File: src/rtl/modexp_pkg.sv
// ----------------------------------------------------------------------------
// modexp_pkg
// Shared constants for the modular exponentiation block.
// ----------------------------------------------------------------------------
package modexp_pkg;

	// register index of the modulus
	localparam int unsigned REG_MODULUS = 0;

	// modulus after reset, cut to the datapath width where it is used
	localparam logic [63:0] RESET_MODULUS = 64'd453371;

endpackage

File: src/rtl/modexp_mulmod.sv
// ----------------------------------------------------------------------------
// modexp_mulmod
// Bit-serial modular multiplier: r = a * b mod m, one bit of b per cycle,
// most significant first. Needs a < m.
// ----------------------------------------------------------------------------
module modexp_mulmod #(
	parameter int WIDTH = 31
) (
	input  logic             clk,
	input  logic             arst_n,
	input  logic             start,
	input  logic [WIDTH-1:0] a,
	input  logic [WIDTH-1:0] b,
	input  logic [WIDTH-1:0] m,
	output logic             done,
	output logic [WIDTH-1:0] r
);

	localparam int CW = $clog2(WIDTH + 1);

	logic [WIDTH-1:0] a_q;
	logic [WIDTH-1:0] b_q;
	logic [WIDTH-1:0] r_q;
	logic [CW-1:0]    cnt_q;
	logic             busy_q;
	logic             done_q;

	logic [WIDTH:0]   dbl;
	logic [WIDTH:0]   dbl_red;
	logic [WIDTH:0]   sum;
	logic [WIDTH:0]   sum_red;
	logic [WIDTH-1:0] r_next;

	// r <- 2r mod m, then + a mod m when the bit is set
	always_comb begin
		dbl     = {r_q, 1'b0};
		dbl_red = (dbl >= {1'b0, m}) ? (dbl - {1'b0, m}) : dbl;
		sum     = dbl_red + {1'b0, a_q};
		sum_red = (sum >= {1'b0, m}) ? (sum - {1'b0, m}) : sum;
		r_next  = b_q[WIDTH-1] ? sum_red[WIDTH-1:0] : dbl_red[WIDTH-1:0];
	end

	always_ff @(posedge clk or negedge arst_n) begin
		if (!arst_n) begin
			busy_q <= 1'b0;
			done_q <= 1'b0;
			cnt_q  <= '0;
		end else begin
			done_q <= 1'b0;
			if (start) begin
				a_q    <= a;
				b_q    <= b;
				r_q    <= '0;
				cnt_q  <= CW'(WIDTH);
				busy_q <= 1'b1;
			end else if (busy_q) begin
				r_q   <= r_next;
				b_q   <= {b_q[WIDTH-2:0], 1'b0};
				cnt_q <= cnt_q - CW'(1);
				if (cnt_q == CW'(1)) begin
					busy_q <= 1'b0;
					done_q <= 1'b1;
				end
			end
		end
	end

	assign done = done_q;
	assign r    = r_q;

endmodule

File: src/rtl/modular_exponentiation.sv
// ----------------------------------------------------------------------------
// modular_exponentiation
// base ^ exponent mod modulus by right-to-left square-and-multiply.
// ----------------------------------------------------------------------------
// Sequence: the base is first reduced mod the modulus, then for each exponent
// bit up to the top set bit one square, plus one multiply when the bit is set.
// One request at a time: a new one is taken only once the last result is registered.
// Reset: modulus returns to 453371, no result pending, ready for a request.
// ----------------------------------------------------------------------------
module modular_exponentiation #(
	parameter int WIDTH = 31
) (
	input  logic                                clk,
	input  logic                                arst_n,
	// configuration
	input  logic                                psel,
	input  logic                                penable,
	input  logic                                pwrite,
	input  logic [((WIDTH > 32) ? 4 : 3)-1:0]   paddr,
	input  logic [((WIDTH > 32) ? 64 : 32)-1:0] pwdata,
	output logic [((WIDTH > 32) ? 64 : 32)-1:0] prdata,
	output logic                                pready,
	// request
	input  logic                                in_valid,
	output logic                                in_ready,
	input  logic [WIDTH-1:0]                    base,
	input  logic [WIDTH-1:0]                    exponent,
	// result
	output logic                                out_valid,
	input  logic                                out_ready,
	output logic [WIDTH-1:0]                    power_mod
);

	localparam int DATA_W   = (WIDTH > 32) ? 64 : 32;
	localparam int ADDR_W   = (WIDTH > 32) ? 4 : 3;
	localparam int ADDR_LSB = ADDR_W - 1;

	typedef enum logic [2:0] {
		S_IDLE,
		S_RED,
		S_BIT,
		S_MUL,
		S_SQR,
		S_DONE
	} state_t;

	state_t           state_q;
	logic [WIDTH-1:0] modulus_q;
	logic [WIDTH-1:0] e_q;
	logic [WIDTH-1:0] acc_q;
	logic [WIDTH-1:0] sq_q;
	logic [WIDTH-1:0] mul_a_q;
	logic [WIDTH-1:0] mul_b_q;
	logic             mul_start_q;
	logic [WIDTH-1:0] power_mod_q;
	logic             out_valid_q;

	logic             mul_done;
	logic [WIDTH-1:0] mul_r;
	logic             reg_hit;

	// configuration port
	assign pready  = 1'b1;
	assign reg_hit = (paddr[ADDR_W-1:ADDR_LSB] == 1'(modexp_pkg::REG_MODULUS));
	assign prdata  = reg_hit ? DATA_W'(modulus_q) : '0;

	always_ff @(posedge clk or negedge arst_n) begin
		if (!arst_n) begin
			modulus_q <= modexp_pkg::RESET_MODULUS[WIDTH-1:0];
		end else if (psel && penable && pwrite && reg_hit) begin
			modulus_q <= pwdata[WIDTH-1:0];
		end
	end

	modexp_mulmod #(
		.WIDTH (WIDTH)
	) u_mulmod (
		.clk    (clk),
		.arst_n (arst_n),
		.start  (mul_start_q),
		.a      (mul_a_q),
		.b      (mul_b_q),
		.m      (modulus_q),
		.done   (mul_done),
		.r      (mul_r)
	);

	assign in_ready  = (state_q == S_IDLE);
	assign out_valid = out_valid_q;
	assign power_mod = power_mod_q;

	always_ff @(posedge clk or negedge arst_n) begin
		if (!arst_n) begin
			state_q     <= S_IDLE;
			mul_start_q <= 1'b0;
			out_valid_q <= 1'b0;
		end else begin
			mul_start_q <= 1'b0;
			if (out_valid_q && out_ready) begin
				out_valid_q <= 1'b0;
			end
			case (state_q)
				S_IDLE: begin
					if (in_valid) begin
						e_q <= exponent;
						if (modulus_q < WIDTH'(2)) begin
							acc_q   <= '0;
							state_q <= S_DONE;
						end else begin
							// base mod m as 1 * base mod m
							mul_a_q     <= WIDTH'(1);
							mul_b_q     <= base;
							mul_start_q <= 1'b1;
							state_q     <= S_RED;
						end
					end
				end
				S_RED: begin
					if (mul_done) begin
						sq_q    <= mul_r;
						acc_q   <= WIDTH'(1);
						state_q <= S_BIT;
					end
				end
				S_BIT: begin
					if (e_q == '0) begin
						state_q <= S_DONE;
					end else if (e_q[0]) begin
						mul_a_q     <= acc_q;
						mul_b_q     <= sq_q;
						mul_start_q <= 1'b1;
						state_q     <= S_MUL;
					end else begin
						mul_a_q     <= sq_q;
						mul_b_q     <= sq_q;
						mul_start_q <= 1'b1;
						state_q     <= S_SQR;
					end
				end
				S_MUL: begin
					if (mul_done) begin
						acc_q       <= mul_r;
						mul_a_q     <= sq_q;
						mul_b_q     <= sq_q;
						mul_start_q <= 1'b1;
						state_q     <= S_SQR;
					end
				end
				S_SQR: begin
					if (mul_done) begin
						sq_q    <= mul_r;
						e_q     <= {1'b0, e_q[WIDTH-1:1]};
						state_q <= S_BIT;
					end
				end
				S_DONE: begin
					if (!out_valid_q || out_ready) begin
						power_mod_q <= acc_q;
						out_valid_q <= 1'b1;
						state_q     <= S_IDLE;
					end
				end
				default: begin
					state_q <= S_IDLE;
				end
			endcase
		end
	end

endmodule

File: config.mk
export PLATFORM = sky130hd
export DESIGN_NAME = modular_exponentiation
export DESIGN_NICKNAME = d
export VERILOG_FILES = /design/src/rtl/modexp_pkg.sv /design/src/rtl/modexp_mulmod.sv /design/src/rtl/modular_exponentiation.sv
export SDC_FILE = /design/constraint.sdc
export NUM_CORES = 1
export LEC_CHECK = 0
export BUFFER_PORTS_ARGS = -buffer_cell sky130_fd_sc_hd__buf_2
export CORE_MARGIN = 3
export CORE_UTILIZATION = 50
export DETAILED_ROUTE_END_ITERATION = 10
export PLACE_DENSITY = 0.69
export SETUP_SLACK_MARGIN = 0.1
export SLEW_MARGIN = 20
export SYNTH_ARGS = -nofsm -noshare
export SYNTH_HDL_FRONTEND = slang
export SYNTH_SLANG_ARGS = --single-unit
File: constraint.sdc
create_clock -name clk -period 11.5 [get_ports clk]
set_clock_uncertainty 0.1 [all_clocks]
set_input_delay 2.3 -clock clk [delete_from_list [all_inputs] [get_ports clk]]
set_output_delay 2.3 -clock clk [all_outputs]
set_load 0.02 [all_outputs]
==> metrics, run 1 <==
share of cells above drive strength 1=0.225; min-delay src=mul_a_q[24]$_DFFE_PP_; min Tclk post-route=about 9.6 ns; Final Slew Violations=0; Critical path origin=modulus_q[1]$_DFFE_PN1P_; Die Ht=199 µm; vias in the first global route=between 10,000 and 15,000; Post-synth EDFFs=roughly 280; grt met1 use=0.375; core area=36,100 µm²; Syn Nets=approximately 1,900; Residual DRC=0; Area Growth Syn to Fin=13.1%; FMAX=around 100 MHz; remaining antenna violation count after routing=0; gr busiest metal=met1; Clock Latency Late Sink=about 0.58 ns; Hold Vio Cnt, Final=0; Hold WS=between 0.3 and 0.4 ns; largest net degree at the start of global routing=63; Async SR Flop Fraction=0.134; Reg clk slew, reported paths=roughly 0.07 ns; crit path launch type=flop; post-synth top area cell=edfxtp_1; slowest CP cell=or4_4; Initial Util=0.514; via count=between 10,000 and 15,000; Avg Cell Area, Syn=approximately 11 µm²; status=complete, no violations; CTS Buf Count=35; Worst-Margin Slew=around 1.1 ns; chip width=around 200 µm; Netlist cell types=91; grt total ovfl=0; Max Cap Viol=0; CTS max path bufs=3; crit share post-route=0.836; die area=a little under 40,000 µm²; Yosys top cell area share=0.452; post-cts sizing count=0; arrival time worst endpoint=9.87 ns; final setup vio count=0; Ys Warns=0; sequential area share after synthesis=0.511; H-tree depth=2; FILL cells=roughly 3,000; Critical Path Fanout Max=50; initial antenna violation count=1; Setup Buffers After CTS=0; Wirelength per Cell=about 21 µm; I/O pin cnt=between 150 and 200; hold_buf cts=0; CTS tree=built; Overall Global Routing Usage=0.244; TritonRoute pass-1 iters=6; Worst R2R Start=modulus_q[1]$_DFFE_PN1P_; final net count=2,017; DP HPWL=approximately 36,000 µm; Detailed Route Iter0 Violations=between 1,000 and 1,500; critical path required time=roughly 12 ns; GR Util met3=0.0413; setup_tns=0 ns; GPL Wtd Cong=around 1; met2 Use GR=0.349; critical path class=flop to flop; synth top area cells=edfxtp_1 45%, mux2_2 7.8%, ha_1 6.4%, a21oi_1 4.2%, dfrtp_1 3.9%; clock sinks=322; drt total wl=between 40,000 and 50,000 µm; vias per std cell=about 6.0; Std-Cell Rows=69; Max-slew headroom=0.256; global-route wire length before repair=74,000 µm; number of port buffers=164; Worst Hold Class=flop to flop; Synth Flop Type=edfxtp_1; Root Buffer=clkbuf_16; CP Capture Type=flop; Synth Register Bits=between 300 and 400; Post-Syn Instances=around 1,700; antenna cells=0; Mapped Area=18,500 µm²; unrepaired setup endpoints after global routing=false; slowest stage delay, CP=0.62 ns
==> cell type report <==
type                       count  area, µm²  area share
clock buffer                  40        895      0.0426
clock inverter                22        283      0.0135
inverter                      66        248      0.0118
multi-input combinational   1208       8550       0.407
sequential                   322       9470       0.452
tap                          461        577      0.0275
timing repair buffer         182        958      0.0457
==> stage by stage <==
step / instances / worst slack [ns] / area (µm²) / util
finish: 2301 / 1.88 / 21000 / 0.581
global route: 2301 / 1.38 / 21000 / 0.581
CTS: 2301 / 2.02 / 21000 / 0.581
detailed placement: 2239 / 2.09 / 19800 / 0.549
global placement: 2239 / 2.17 / 19800 / 0.549
floorplan: 1672 / 3.69 / 18500 / -
==> synth_stat cells (9+ instances only) <==
cell type / instances
edfxtp_1: 279
a21oi_1: 156
nand2_1: 145
mux2_2: 129
nor2_1: 112
ha_1: 95
o21ai_0: 83
inv_1: 66
xnor2_1: 56
clkbuf_1: 52
and2_1: 38
a21o_1: 30
dfrtp_1: 29
nor3_1: 29
xor2_1: 27
nand3_1: 23
nor4_1: 21
a211oi_1: 20
nand4_1: 18
nand2b_1: 17
buf_1: 16
nor2b_1: 16
dfstp_2: 14
o32ai_1: 12
o21bai_1: 11
a31oi_1: 10
o211ai_1: 9
o21a_1: 9
==> layout by cell type, fill, tap and decap left out, types with 19 or more instances in the layout <==
cell type    n
clkbuf_16   35
nor2_1     112
a211oi_1    20
buf_2      163
a21o_1      30
inv_1       66
xor2_1      27
edfxtp_1   279
nor3_1      29
nor4_1      21
a21oi_1    156
mux2_2     129
o21ai_0     83
nand2_1    145
ha_1        95
nand3_1     23
and2_1      38
xnor2_1     56
dfrtp_1     28
buf_4       19
==> worst max-delay path: cells and delay by family, from the launching register on <==
kind	cells	cell delay, ns
fa+ha+maj	3	1.16
compound gates	13	3.59
simple gates	8	2.58
mux	2	0.75
buf+inv	3	0.60
flops	1	0.55
==> metal layers <==
metal,part of all wire,wire [µm]
met1,0.46,22600
met2,0.42,20200
met4,0.030,1450
met3,0.092,4470
met5,0,0
==> final timing paths <==
path / to / slack [ns] / cells past startpoint
worst min register to register: u_mulmod.a_q[24]$_DFFE_PP_ / 0.31 / 0
worst min-delay path: u_mulmod.a_q[24]$_DFFE_PP_ / 0.31 / 0
max in group asynchronous: modulus_q[24]$_DFFE_PN0P_ / 8.66 / 2
min in group asynchronous: u_mulmod.cnt_q[3]$_DFFE_PN0N_ / 1.69 / 1
worst max-delay path: u_mulmod.r[5]$_SDFFCE_PP0P_ / 1.88 / 29
worst max register to register: u_mulmod.r[5]$_SDFFCE_PP0P_ / 1.88 / 29
==> logic make-up (layout without fill, tap and decap cells) <==
family                     after synthesis  in the layout  share of synthesized area
muxes                                  137            137                     0.0829
other                                    2              2                   0.000405
buffers and inverters                  142            310                     0.0306
DFF                                    322            322                      0.511
and+or+nand+nor                        463            463                      0.122
adders and majority gates               98             98                     0.0673
AOI/OAI and AO/OA                      425            425                      0.147
xor gates and xnor gates                83             83                     0.0392
==> sequential cells by signal (all words and copies together) (netlist names) <==
signal	flops
power_mod	31
state_q	3
u_mulmod.cnt_q	5
mul_a_q	31
sq_q	31
e_q	31
acc_q	31
mul_start_q	1
out_valid	1
u_mulmod.r	31
mul_b_q	31
u_mulmod.b_q	31
u_mulmod.busy_q	1
u_mulmod.a_q	31
modulus_q	31
u_mulmod.done	1
Power of run 1 is not shown: default switching activity piles up to over one toggle a cycle in this logic, so the estimate is an artifact.
==> run 2, diff against run 1 <==
--- a/config.mk
+++ b/config.mk
@@ -5,11 +5,12 @@
 export SDC_FILE = /design/constraint.sdc
 export NUM_CORES = 1
 export LEC_CHECK = 0
+export ABC_AREA = 1
 export BUFFER_PORTS_ARGS = -buffer_cell sky130_fd_sc_hd__buf_2
 export CORE_MARGIN = 3
 export CORE_UTILIZATION = 50
 export DETAILED_ROUTE_END_ITERATION = 10
-export PLACE_DENSITY = 0.69
+export PLACE_DENSITY = 0.71
 export SETUP_SLACK_MARGIN = 0.1
 export SLEW_MARGIN = 20
 export SYNTH_ARGS = -nofsm -noshare
==> constraint.sdc (replaced) <==
create_clock -name clk -period 8 [get_ports clk]
set_clock_uncertainty 0.1 [all_clocks]
set_input_delay 1.6 -clock clk [delete_from_list [all_inputs] [get_ports clk]]
set_output_delay 1.6 -clock clk [all_outputs]
set_load 0.02 [all_outputs]
==> run 2 against run 1 <==
Net effect: wire length grew 29%; global-route usage grew 4.5 points; critical path depth grew 8; synthesized cell count grew 51%; first-iteration DRC count grew 15%; die area grew 8.8%; sequential share of layout area shrank 3.5 points; sequential cell count is the same; core utilization shrank 1.0 points.
==> metrics, run 2 <==
status=complete, no violations (unchanged); unrepaired setup endpoints after global routing=false (unchanged); vias per std cell=5.44 (was 5.96); Crit path top cell by count=nand2_1; FMAX=135 MHz (was 104 MHz); min Tclk post-route=7.40 ns (was 9.62 ns); sequential area share after synthesis=0.468 (was 0.511); CTS Buf Count=37 (was 35); critical path required time=8.19 ns (was 11.75 ns); crit share post-route=0.925 (was 0.836); Mapped Area=20,200 µm² (was 18,500 µm²); CP Capture Type=flop (unchanged); core area=39,800 µm² (was 36,100 µm²); critical path class=flop to flop (unchanged); Adder-Cell Fraction of Synth Area=0.0617 (was 0.0673); Register Area=9470 µm² (about the same); global-route wire length before repair=96,700 µm (was 74,000 µm); chip width=207 µm (was 199 µm); final setup vio count=0 (unchanged); Syn Nets=2,729 (was 1,874); grt total ovfl=0 (unchanged); TritonRoute pass-1 iters=5 (was 6); most common cell in the netlist=nand2_1 (was edfxtp_1); Post-synth EDFFs=279 (unchanged); Avg Cell Area, Syn=8.00 µm² (was 11.1 µm²); Post-Syn Instances=2,527 (was 1,672); min-delay src=mul_a_q[4]$_DFFE_PP_ (was mul_a_q[24]$_DFFE_PP_); Worst-Margin Slew=1.01 ns (was 1.11 ns); vias in the first global route=16,800 (was 13,000); CTS max path bufs=3 (unchanged); antenna cells=0 (unchanged); FILL cells=3,733 (was 3,016); Initial Util=0.508 (was 0.514); reg2reg end=u_mulmod.r[21]$_SDFFCE_PP0P_ (was u_mulmod.r[5]$_SDFFCE_PP0P_); remaining antenna violation count after routing=0 (unchanged); Reg2Reg Depth=37 (was 29); Critical Path Fanout Max=31 (was 50); Max-slew headroom=0.323 (was 0.256); Clock Latency Late Sink=0.56 ns (was 0.58 ns); Root Buffer=clkbuf_16 (unchanged); proportion of synthesized area in mux cells=0 (was 0.0829); die area=42,900 µm² (was 39,400 µm²); Die Ht=207 µm (was 199 µm); Std-Cell Rows=73 (was 69); CTS tree=built (unchanged); crit path launch type=flop (unchanged); synth top area cells=edfxtp_1 41%, nand2_1 12%, inv_1 6.7%, ha_1 5.9%, a21oi_1 4.9% (was edfxtp_1 45%, mux2_2 7.8%, ha_1 6.4%, a21oi_1 4.2%, dfrtp_1 3.9%); number of port buffers=164 (unchanged); Worst R2R Start=modulus_q[9]$_DFFE_PN1P_ (was modulus_q[1]$_DFFE_PN1P_); most frequent cells after synthesis=664 x nand2_1, 360 x inv_1, 279 x edfxtp_1 (was 279 x edfxtp_1, 156 x a21oi_1, 145 x nand2_1); Yosys top cell area share=0.414 (was 0.452); largest family of logic cells by synthesized area=simple AND/OR/NAND/NOR gates (was compound AO/OA/AOI/OAI gates); setup_tns=0 ns (unchanged); Synth Register Bits=322 (unchanged); slowest CP cell=dfstp_2 (was or4_4); share of cells above drive strength 1=0.111 (was 0.225); Synth Flop Type=edfxtp_1 (unchanged); Final Slew Violations=0 (unchanged); reg2reg setup slack=0.60 ns (was 1.88 ns); slowest stage delay, CP=0.54 ns (was 0.62 ns); Area Growth Syn to Fin=12.5% (was 13.1%); post-synth top area cell=edfxtp_1 (unchanged); Reg clk slew, reported paths=0.06 ns (was 0.07 ns); Max Cap Viol=0 (unchanged); Async SR Flop Fraction=0.134 (unchanged); clock sinks=322 (unchanged); WHS Endpoint=u_mulmod.a_q[4]$_DFFE_PP_ (was u_mulmod.a_q[24]$_DFFE_PP_); DP HPWL=49,200 µm (was 35,900 µm); via count=17,600 (was 13,700); arrival time worst endpoint=7.59 ns (was 9.87 ns); GPL Wtd Cong=1.01 (was 0.999); area of the multi-input gates=9040 µm² (was 8550 µm²); post-synthesis compound-gate area fraction=0.115 (was 0.147); Netlist cell types=50 (was 91); initial antenna violation count=1 (unchanged); Worst Hold Class=flop to flop (unchanged); Setup Buffers After CTS=0 (unchanged); Detailed Route Iter0 Violations=1,468 (was 1,273); drt total wl=62,900 µm (was 48,800 µm); most frequent cells in the layout=664 x nand2_1, 359 x inv_1, 279 x edfxtp_1 (was 279 x edfxtp_1, 163 x buf_2, 156 x a21oi_1); Worst Hold Depth=0 (unchanged); Residual DRC=0 (unchanged); post-cts sizing count=0 (unchanged); hold_buf cts=0 (unchanged); I/O pin cnt=170 (unchanged); largest net degree at the start of global routing=66 (was 63); post-synthesis xor/xnor area fraction=0.0286 (was 0.0392); most common library cell in the layout ignoring fill and taps=nand2_1 (was edfxtp_1); Hold Vio Cnt, Final=0 (unchanged); final net count=2,880 (was 2,017); Overall Global Routing Usage=0.288 (was 0.244); Wirelength per Cell=19.5 µm (was 21.2 µm); H-tree depth=2 (unchanged); Ys Warns=0 (unchanged); Synth Area in Simple Gates=0.239 (was 0.122)
## run 2: metrics by stage
step / setup WS, ns / instance area (µm²) / hold slack, ns / util / cells
final: 0.601 / 22700 / 0.314 / 0.571 / 3229
after global routing: 0.126 / 22700 / 0.319 / 0.571 / 3229
after CTS: 0.523 / 22700 / 0.314 / 0.571 / 3229
after detailed placement: 0.581 / 21600 / 0.305 / 0.542 / 3164
after global placement: 0.651 / 21600 / 0.303 / 0.542 / 3164
after floorplan: 2.12 / 20200 / 0.300 / - / 2527
## run 2: how the worst max path moves through the flow
stage                                  start                      endpoint  cells past startpoint
global route        modulus_q[0]$_DFFE_PN1P_  u_mulmod.r[21]$_SDFFCE_PP0P_                     39
CTS                 modulus_q[0]$_DFFE_PN1P_  u_mulmod.r[21]$_SDFFCE_PP0P_                     39
floorplan                           in_valid          mul_a_q[0]$_DFFE_PP_                      4
detailed placement  modulus_q[0]$_DFFE_PN1P_  u_mulmod.r[21]$_SDFFCE_PP0P_                     39
finish              modulus_q[9]$_DFFE_PN1P_  u_mulmod.r[21]$_SDFFCE_PP0P_                     37
global placement    modulus_q[0]$_DFFE_PN1P_  u_mulmod.r[21]$_SDFFCE_PP0P_                     39
## run 2: layout make-up
cell class,instances,area share
Inverter,369,0.0611
Sequential cell,322,0.416
Tap cell,525,0.0289
Clock inverter,20,0.00759
Multi-Input combinational cell,1756,0.398
Clock buffer,45,0.0425
Timing Repair Buffer,192,0.0460
## run 2: layer usage
metal | vias to the layer above | routed length (µm) | track usage
li1 | 8671 | - | -
met1 | 8228 | 28100 | 0.410
met2 | 581 | 28200 | 0.449
met3 | 92 | 4680 | 0.0536
met4 | 0 | 1940 | 0.0922
met5 | - | 0 | 0
## run 2: cells by family (layout without fill, tap and decap cells)
kind of cell,after synthesis,count (layout)
other,2,2
xor gates and xnor gates,66,66
adders and majority gates,98,98
AOI/OAI and AO/OA,426,426
DFF,322,322
and+or+nand+nor,1164,1164
buffers and inverters,449,626
## run 2: critical path, delay by kind of cell, from the launching register on
family                     cells  cell delay, ns
and+or+nand+nor               25            3.85
buffers and inverters          6            1.03
xor gates and xnor gates       1            0.32
adders and majority gates      3            1.11
AOI/OAI and AO/OA              2            0.18
DFF                            1            0.54
Power of run 2 is left out for the same reason.
